==> src/rtl/psgt_pkg.sv <==
// Package for the per-source sequence gap tracker.
// Holds the transfer structs, operation and class codes, and the saturating adder.
// No dependencies.
package psgt_pkg;

  localparam int unsigned NumSourcesDefault = 16;

  typedef enum logic [2:0] {
    OP_ACCEPT        = 3'd0,
    OP_CREDIT        = 3'd1,
    OP_CLEAR_SOURCE  = 3'd2,
    OP_CLEAR_SOURCES = 3'd3,
    OP_CLEAR_ALL     = 3'd4
  } op_e;

  typedef enum logic [1:0] {
    CLS_FIRST     = 2'd0,
    CLS_IN_ORDER  = 2'd1,
    CLS_GAP       = 2'd2,
    CLS_REORDERED = 2'd3
  } class_e;

  typedef struct packed {
    logic [2:0]  operation;
    logic [3:0]  source_index;
    logic [15:0] sequence_number;
    logic        queue_ok;
  } psgt_in_t;

  typedef struct packed {
    logic [1:0]  frame_class;
    logic [14:0] missing_frames;
    logic        credited;
    logic [31:0] total_frames;
    logic [31:0] total_gap_events;
    logic [31:0] total_gap_frames;
    logic [31:0] total_reordered;
    logic [31:0] total_recovered;
  } psgt_out_t;

  function automatic logic [31:0] sat_add32(input logic [31:0] a, input logic [31:0] b);
    logic [32:0] sum;
    sum = {1'b0, a} + {1'b0, b};
    return sum[32] ? '1 : sum[31:0];
  endfunction

endpackage

==> src/rtl/psgt_track.sv <==
// Per-source state table and global totals of the sequence gap tracker.
// Classifies one item per cycle and updates the state on exec_i.
// Depends on psgt_pkg.
module psgt_track #(
  parameter int unsigned NumSources = psgt_pkg::NumSourcesDefault
) (
  input  logic                clk_i,
  input  logic                rst_ni,
  input  logic                exec_i,
  input  psgt_pkg::psgt_in_t  item_i,
  output psgt_pkg::psgt_out_t result_o
);
  import psgt_pkg::*;

  localparam int unsigned SrcW = (NumSources > 1) ? $clog2(NumSources) : 1;
  localparam int unsigned IdxW = (SrcW > 4) ? SrcW : 4;

  logic        seen_q [NumSources];
  logic        seen_d [NumSources];
  logic [15:0] last_q [NumSources];
  logic [15:0] last_d [NumSources];
  logic [31:0] pend_q [NumSources];
  logic [31:0] pend_d [NumSources];

  logic [31:0] frames_q, frames_d;
  logic [31:0] gap_events_q, gap_events_d;
  logic [31:0] gap_frames_q, gap_frames_d;
  logic [31:0] reordered_q, reordered_d;
  logic [31:0] recovered_q, recovered_d;

  logic [IdxW-1:0] src_ext;
  logic [SrcW-1:0] idx;
  logic            src_ok;
  logic            cur_seen;
  logic [15:0]     cur_last;
  logic [31:0]     cur_pend;
  logic [15:0]     expect_seq;
  logic [15:0]     gap;
  logic [1:0]      cls;
  logic [14:0]     missing;
  logic            credited;

  assign src_ext    = IdxW'(item_i.source_index);
  assign idx        = src_ext[SrcW-1:0];
  assign src_ok     = (32'(item_i.source_index) < 32'(NumSources));
  assign cur_seen   = seen_q[idx];
  assign cur_last   = last_q[idx];
  assign cur_pend   = pend_q[idx];
  assign expect_seq = cur_last + 16'd1;
  assign gap        = item_i.sequence_number - expect_seq;

  always_comb begin
    for (int unsigned s = 0; s < NumSources; s++) begin
      seen_d[s] = seen_q[s];
      last_d[s] = last_q[s];
      pend_d[s] = pend_q[s];
    end
    frames_d     = frames_q;
    gap_events_d = gap_events_q;
    gap_frames_d = gap_frames_q;
    reordered_d  = reordered_q;
    recovered_d  = recovered_q;
    cls          = CLS_FIRST;
    missing      = '0;
    credited     = 1'b0;

    unique case (item_i.operation)
      OP_ACCEPT: begin
        if (src_ok) begin
          frames_d = sat_add32(frames_q, 32'd1);
          if (!cur_seen) begin
            seen_d[idx] = 1'b1;
            last_d[idx] = item_i.sequence_number;
            cls         = CLS_FIRST;
          end else if (item_i.sequence_number == expect_seq) begin
            last_d[idx] = item_i.sequence_number;
            cls         = CLS_IN_ORDER;
          end else if (!gap[15]) begin
            cls          = CLS_GAP;
            missing      = gap[14:0];
            gap_events_d = sat_add32(gap_events_q, 32'd1);
            gap_frames_d = sat_add32(gap_frames_q, 32'(gap));
            pend_d[idx]  = sat_add32(cur_pend, 32'(gap));
            last_d[idx]  = item_i.sequence_number;
          end else begin
            cls         = CLS_REORDERED;
            reordered_d = sat_add32(reordered_q, 32'd1);
          end
        end
      end
      OP_CREDIT: begin
        if (src_ok && item_i.queue_ok && (cur_pend != '0)) begin
          pend_d[idx] = cur_pend - 32'd1;
          recovered_d = sat_add32(recovered_q, 32'd1);
          credited    = 1'b1;
        end
      end
      OP_CLEAR_SOURCE: begin
        if (src_ok) begin
          seen_d[idx] = 1'b0;
          last_d[idx] = '0;
          pend_d[idx] = '0;
        end
      end
      OP_CLEAR_SOURCES, OP_CLEAR_ALL: begin
        for (int unsigned s = 0; s < NumSources; s++) begin
          seen_d[s] = 1'b0;
          last_d[s] = '0;
          pend_d[s] = '0;
        end
        if (item_i.operation == OP_CLEAR_ALL) begin
          frames_d     = '0;
          gap_events_d = '0;
          gap_frames_d = '0;
          reordered_d  = '0;
          recovered_d  = '0;
        end
      end
      default: begin
      end
    endcase
  end

  always_ff @(posedge clk_i or negedge rst_ni) begin
    if (!rst_ni) begin
      for (int unsigned s = 0; s < NumSources; s++) begin
        seen_q[s] <= 1'b0;
        last_q[s] <= '0;
        pend_q[s] <= '0;
      end
      frames_q     <= '0;
      gap_events_q <= '0;
      gap_frames_q <= '0;
      reordered_q  <= '0;
      recovered_q  <= '0;
    end else if (exec_i) begin
      for (int unsigned s = 0; s < NumSources; s++) begin
        seen_q[s] <= seen_d[s];
        last_q[s] <= last_d[s];
        pend_q[s] <= pend_d[s];
      end
      frames_q     <= frames_d;
      gap_events_q <= gap_events_d;
      gap_frames_q <= gap_frames_d;
      reordered_q  <= reordered_d;
      recovered_q  <= recovered_d;
    end
  end

  always_comb begin
    result_o.frame_class      = cls;
    result_o.missing_frames   = missing;
    result_o.credited         = credited;
    result_o.total_frames     = frames_d;
    result_o.total_gap_events = gap_events_d;
    result_o.total_gap_frames = gap_frames_d;
    result_o.total_reordered  = reordered_d;
    result_o.total_recovered  = recovered_d;
  end

endmodule

==> src/rtl/per_source_sequence_gap_tracker.sv <==
// Top level of the per-source sequence gap tracker.
// Input register, state table instance and result register with handshakes.
// Depends on psgt_pkg and psgt_track.
//
// Usage: items arrive on the input channel (in_valid_i, in_ready_o, in_data_i)
// and each produces exactly one result on the output channel (out_valid_o,
// out_ready_i, out_data_o). Operations are frame accept, gap credit, clear of
// one source, clear of all sources, and clear of sources and totals.
// An accepted item is loaded into the input register; when the result register
// is free or being drained, the table state updates and the result register loads.
// Throughput is one item per cycle while the receiver keeps up, with the
// per-source table and the saturating totals read, modified and written back.
// When the receiver stalls, the result register holds its transfer and the
// input register keeps one more item; in_ready_o drops once both are full.
// Reset clears all per-source state, all totals and both valid flags; the
// block accepts an item in the first cycle after reset.
module per_source_sequence_gap_tracker #(
  parameter int unsigned NumSources = psgt_pkg::NumSourcesDefault
) (
  input  logic                clk_i,
  input  logic                rst_ni,
  input  logic                in_valid_i,
  output logic                in_ready_o,
  input  psgt_pkg::psgt_in_t  in_data_i,
  output logic                out_valid_o,
  input  logic                out_ready_i,
  output psgt_pkg::psgt_out_t out_data_o
);
  import psgt_pkg::*;

  logic      in_valid_q;
  psgt_in_t  in_q;
  logic      out_valid_q;
  psgt_out_t out_q;
  psgt_out_t result;
  logic      exec;

  assign exec       = in_valid_q && (!out_valid_q || out_ready_i);
  assign in_ready_o = !in_valid_q || exec;

  psgt_track #(
    .NumSources(NumSources)
  ) u_track (
    .clk_i   (clk_i),
    .rst_ni  (rst_ni),
    .exec_i  (exec),
    .item_i  (in_q),
    .result_o(result)
  );

  always_ff @(posedge clk_i or negedge rst_ni) begin
    if (!rst_ni) begin
      in_valid_q  <= 1'b0;
      out_valid_q <= 1'b0;
    end else begin
      if (in_ready_o) begin
        in_valid_q <= in_valid_i;
      end
      if (exec) begin
        out_valid_q <= 1'b1;
      end else if (out_ready_i) begin
        out_valid_q <= 1'b0;
      end
    end
  end

  always_ff @(posedge clk_i) begin
    if (in_valid_i && in_ready_o) begin
      in_q <= in_data_i;
    end
    if (exec) begin
      out_q <= result;
    end
  end

  assign out_valid_o = out_valid_q;
  assign out_data_o  = out_q;

endmodule
==> config.mk <==
export PLATFORM = sky130hd
export DESIGN_NAME = per_source_sequence_gap_tracker
export DESIGN_NICKNAME = d
export VERILOG_FILES = /design/src/rtl/psgt_pkg.sv /design/src/rtl/psgt_track.sv /design/src/rtl/per_source_sequence_gap_tracker.sv
export SDC_FILE = /design/constraint.sdc
export NUM_CORES = 2
export LEC_CHECK = 0
export ABC_AREA = 1
export CAP_MARGIN = 20
export CORE_MARGIN = 2
export CORE_UTILIZATION = 38
export DETAILED_ROUTE_END_ITERATION = 10
export DONT_BUFFER_PORTS = 1
export SYNTH_ARGS = -nofsm -noshare
export SYNTH_HDL_FRONTEND = slang
export SYNTH_SLANG_ARGS = --single-unit
==> constraint.sdc <==
create_clock -name clk_i -period 16.41 [get_ports clk_i]
set_input_delay 0.8205 -clock clk_i [delete_from_list [all_inputs] [get_ports clk_i]]
set_output_delay 0.8205 -clock clk_i [all_outputs]
set_load 0.1 [all_outputs]
Yosys cells after proc, flatten, opt, wreduce, memory -nomap -nowiden
Cells that the tools add are included.
Widths: inputs -> output; s select.
{"block": "op_classes", "addsub": 9, "eq_ne": 11, "muxes": 60, "bitwise_logic": 10, "n_lt_le_gt_ge": 2, "reduce_logical": 20}
{"cell": "$mux 512", "n": 4}
{"cell": "$pmux 512 s4", "n": 1}
{"cell": "$bwmux 512", "n": 2}
{"cell": "$mux 256", "n": 3}
{"cell": "$mux 32", "n": 24}
{"cell": "$pmux 256 s3", "n": 1}
{"cell": "$and 512x512->512", "n": 1}
{"cell": "$not 512->512", "n": 1}
{"cell": "$pmux 32 s2", "n": 5}
{"cell": "$and 256x256->256", "n": 1}
{"cell": "$bwmux 256", "n": 1}
{"cell": "$not 256->256", "n": 1}
{"cell": "$add 32x1->33 const B", "n": 4}
{"cell": "$bmux 32 s4", "n": 1}
{"cell": "$demux 32 s4", "n": 1}
{"cell": "$add 32x16->33", "n": 2}
{"cell": "$bmux 16 s4", "n": 1}
{"cell": "$demux 16 s4", "n": 1}
{"cell": "$mux 16", "n": 4}
{"cell": "$pmux 16 s3", "n": 1}
{"cell": "$reduce_bool 32->1", "n": 1}
{"cell": "$sub 32x1->32 const B", "n": 1}
{"cell": "$add 16x1->16 const B", "n": 1}
{"cell": "$and 16x16->16", "n": 1}
{"cell": "other kinds (30)", "n": 48}
{"block": "totals", "out_inout_bits": 180, "input_bits": 28, "regBits": 1148, "elab_cells": 180}

Longest topological paths before layout
{"block": "depth", "ltp_word": 13, "depth_mapped": 47, "mapped_depth_nobuf": 44}

Hierarchy
From an unflattened synthesis, not the netlist that was laid out.
{"block": "unflattened", "hier_cells": 11347, "area_unflattened_um2": 75985.4}
{"module": "psgt_track", "area_each_um2": 69824.5, "cells_per_inst": 11133, "instances": 1}
{"module": "per_source_sequence_gap_tracker", "area_each_um2": 6160.9, "cells_per_inst": 214, "instances": 1}

Worst setup path after synthesis
No wires, ideal clock.
{"block": "synth_timing", "path_type": "register to register", "startpoint": "register out_valid_q, in the netlist out_valid_o", "endpoint": "register out_q (netlist bit out_data_o[0]) (enable)", "path_stages_with_launch": 6, "path_buffers": 2, "arrival_ns": 6.453, "period_less_slack_ns": 7.065, "setup_time_ns": 0.612, "setup_slack_ns": 9.345, "required_time_ns": 15.798, "cell_sequence": "dfrtp_1 nand2_1 nand2_1 inv_1 clkbuf_1 clkbuf_1"}
{"block": "synth_between", "elab_chain_cells": 3}
{"element": "start, declared", "line_no": "per_source_sequence_gap_tracker.sv:33", "rtl": "logic out_valid_q;"}
{"element": "start signal, assigned", "line_no": "per_source_sequence_gap_tracker.sv:54", "rtl": "out_valid_q <= 1'b0;"}
{"element": "start signal, assigned", "line_no": "per_source_sequence_gap_tracker.sv:60", "rtl": "out_valid_q <= 1'b1;"}
{"element": "start signal, assigned", "line_no": "per_source_sequence_gap_tracker.sv:62", "rtl": "out_valid_q <= 1'b0;"}
{"element": "$logic_not 1->1", "line_no": "per_source_sequence_gap_tracker.sv:38", "rtl": "assign exec = in_valid_q && (!out_valid_q || out_ready_i);"}
{"element": "$logic_or 1x1->1", "line_no": "per_source_sequence_gap_tracker.sv:38"}
{"element": "$logic_and 1x1->1", "line_no": "per_source_sequence_gap_tracker.sv:38"}
{"element": "named net exec", "line_no": "per_source_sequence_gap_tracker.sv:36", "rtl": "logic exec;"}
{"element": "end signal, assigned", "line_no": "per_source_sequence_gap_tracker.sv:72", "rtl": "out_q <= result;"}
{"element": "end, declared", "line_no": "per_source_sequence_gap_tracker.sv:34", "rtl": "psgt_out_t out_q;"}
The timed path passes the listed nets, and every way through them passes these cells.
A chain may end at the register's enable or synchronous reset.

==> qor.txt <==
Root Driver: clkbuf_16
Slew Viols, Final: 0
Synth Instances: 10400
Critical path's top delay family: simple AND/OR/NAND/NOR gates
Static Leakage: 35.6 nW
Hold Buf Count CTS: 0
Crit path required time: 17.08 ns
Max FO, Critical Path: 29
Status: finished with violations
Number of synthesized flops with an enable pin: 202
Cell Pwr Density: 139 nW/um^2
Most common cell after layout, fill and taps aside: nand2_1
Die Wd: 442 um
Crit path largest cell delay: 0.78 ns
Die area: 195000 um^2
Synth top area share: 0.325
Starting DRT DRC Count: 11100
Worst VDD drop: 0.126 mV
TNS Setup: 0 ns
CTS buffer count: 140
Layout cells sized above 1: 0.0620
WP buf/inv: 7
Max Freq: 0.110 GHz
Cell Area, Synth: 72800 um^2
Core box area: 190000 um^2
Most Frequent Cell on Critical Path: nand2_1
Residual DRC: 0
Fin. Hold Viols: 2
Yosys reg bits: 1148
Max clock buf depth: 3
Fin area: 79100 um^2
Post-CTS Resized: 0
Worst setup margin: 7.30 ns
Routability cong.: 0.998
Post-DP Area: 74300 um^2
Syn nets: 10500
Largest net degree at the start of global routing: 162
Register area share after synthesis: 0.408
Setup Buffers After CTS: 0
NumNets Final: 10100
Min Hold Slack: -0.0124 ns
Critical Path Start Type: flop
Worst slack, placed: 7.70 ns
Synth async-reset ratio: 0.824
Clock H-tree levels: 4
Hold Path Class: input pin to asynchronous set/reset pin
# setup viols final: 0
Setup CP Type: flop to flop
Wire length per cell: 25.2 um
Via density: 6.14
Failing checks: hold timing
Starting Density: 0.383
GRT Total Usage: 0.314
Initial antenna violation count: 14
Drt first pass iters: 10
CP Data Arrival Time: 9.77 ns
Crit Reg-Reg Startpoint: in_q[20]$_DFFE_PP_
Clock transition at the registers of the reported paths: 0.06 ns
Via count: 77300
Actual slew at the worst max-slew pin: 1.27 ns
Slew margin rel.: 0.149
Synth area leaders: dfrtp_1 (33%), nand2_1 (20%), edfxtp_1 (8.3%)
Skew final: 0.0732 ns
WL final: 317000 um
Unique masters post-synth: 63
Syn avg cell area: 6.99 um^2
Slowest-stage cell, CP: nand3_1
Worst Reg-to-Reg Cells: 39
Global-route wire length before repair: 470000 um
GRT Residual Overflow: 0
Most frequent cells in the layout: nand2_1 (3820), nand3_1 (1019), o21ai_0 (947)
I/O Buffers: 0
Vias in the first global route: 72300
P&R area growth vs syn: 8.69%
Critical Path Sink Type: flop
Overall power: 11.0 mW
Top cell type by total area after synthesis: dfrtp_1
RSZ-0062 raised after global routing: false
Min Tclk post-route: 9.11 ns
Die Y: 442 um
Row count: 160
CTS tree: done
Antenna-violating nets left: 0
Synth warn: 0
Max-cap viol count: 0
# IOs: 208
Fin crit share: 0.555
DPL Wire Length: 190000 um
Primary FF master, synth: dfrtp_1
Worst-Skew Late Latency: 0.85 ns
R2r setup slk: 7.30 ns
TritonCTS Sinks: 1148
[cell usage after synthesis (all sizes together), types with 2 or more instances]
library cell     n
o22ai          276
o31ai            8
and2             5
a31oi            5
or2             92
o21bai           2
a221oi           5
o21a             7
nand2         3833
o31a             3
o21ai         1117
o211ai         257
clkbuf         455
o211a            9
a22o             3
a32oi           45
buf            302
a2bb2oi         14
a21o             3
nor4            37
nor2           552
ha              54
nand3         1023
a21oi          294
nor3           150
edfxtp         202
a21boi          23
fa               3
a22oi           20
xor2           122
o32a             2
xnor2           22
clkinv          14
inv            427
dfrtp          946
nand3b          18
a211oi          10
nand4           45
[cell families after synthesis]
logic type               after synthesis  synth area share
adder cells (fa/ha/maj)               57            0.0101
XOR/XNOR                             144            0.0173
AO/OA/AOI/OAI                       2104             0.166
flip-flops                          1148             0.408
buffers and inverters               1198            0.0695
AND/OR/NAND/NOR                     5757             0.329
[through the flow]
stage / utilization / instances
3_3_place_gp: 0.390 / 12300
2_1_floorplan: - / 10400
3_5_place_dp: 0.391 / 12300
6_report: 0.416 / 12600
4_1_cts: 0.416 / 12600
5_1_grt: 0.416 / 12600
[worst reg2reg max path, delay by kind of cell (launching register included)]
kind,cells,cell delay [ns]
buffers and inverters,7,2.05
DFF,1,0.47
AOI/OAI and AO/OA,8,1.51
and+or+nand+nor,21,3.97
adders and majority gates,3,0.95
[routing by layer]
metal | vias up | track usage | share of wire
li1 | 34000 | - | -
met1 | 36800 | 0.402 | 0.38
met2 | 5259 | 0.465 | 0.42
met3 | 1261 | 0.0947 | 0.13
met4 | 20 | 0.186 | 0.067
met5 | - | 0 | 0.00044
[layout make-up]
type,count,area (um^2)
fillers,19400,111000
diodes,6,15.0
repair buffers,176,1430
multi-input cells,8062,38400
inverters,441,1680
well taps,2511,3140
clock buffers,205,4000
flip-flops and latches,1148,29700
clock inverters,51,751
[where the power goes]
part           switching (mW)  total (mW)  leakage (nW)  internal [mW]
clock network            1.40        3.25          2.28           1.85
logic                    2.28        3.06          18.3          0.786
registers                1.20        4.69          15.0           3.49
[how the worst max path moves through the flow]
| stage | from | endpoint | slack (ns) | depth (start not counted) |
|---|---|---|---|---|
| global placement | in_q[18]$_DFFE_PP_ | flop | 7.81 | 42 |
| floorplan | out_valid_o$_DFFE_PN0P_ | out_data_o[0]$_DFFE_PP_ | 9.35 | 5 |
| CTS | in_q[18]$_DFFE_PP_ | flop | 7.59 | 42 |
| finish | in_q[20]$_DFFE_PP_ | flop | 7.30 | 39 |
| detailed placement | in_q[18]$_DFFE_PP_ | flop | 7.70 | 42 |
| global route | in_q[18]$_DFFE_PP_ | flop | 6.63 | 44 |
(Power assumes the default switching activity.)
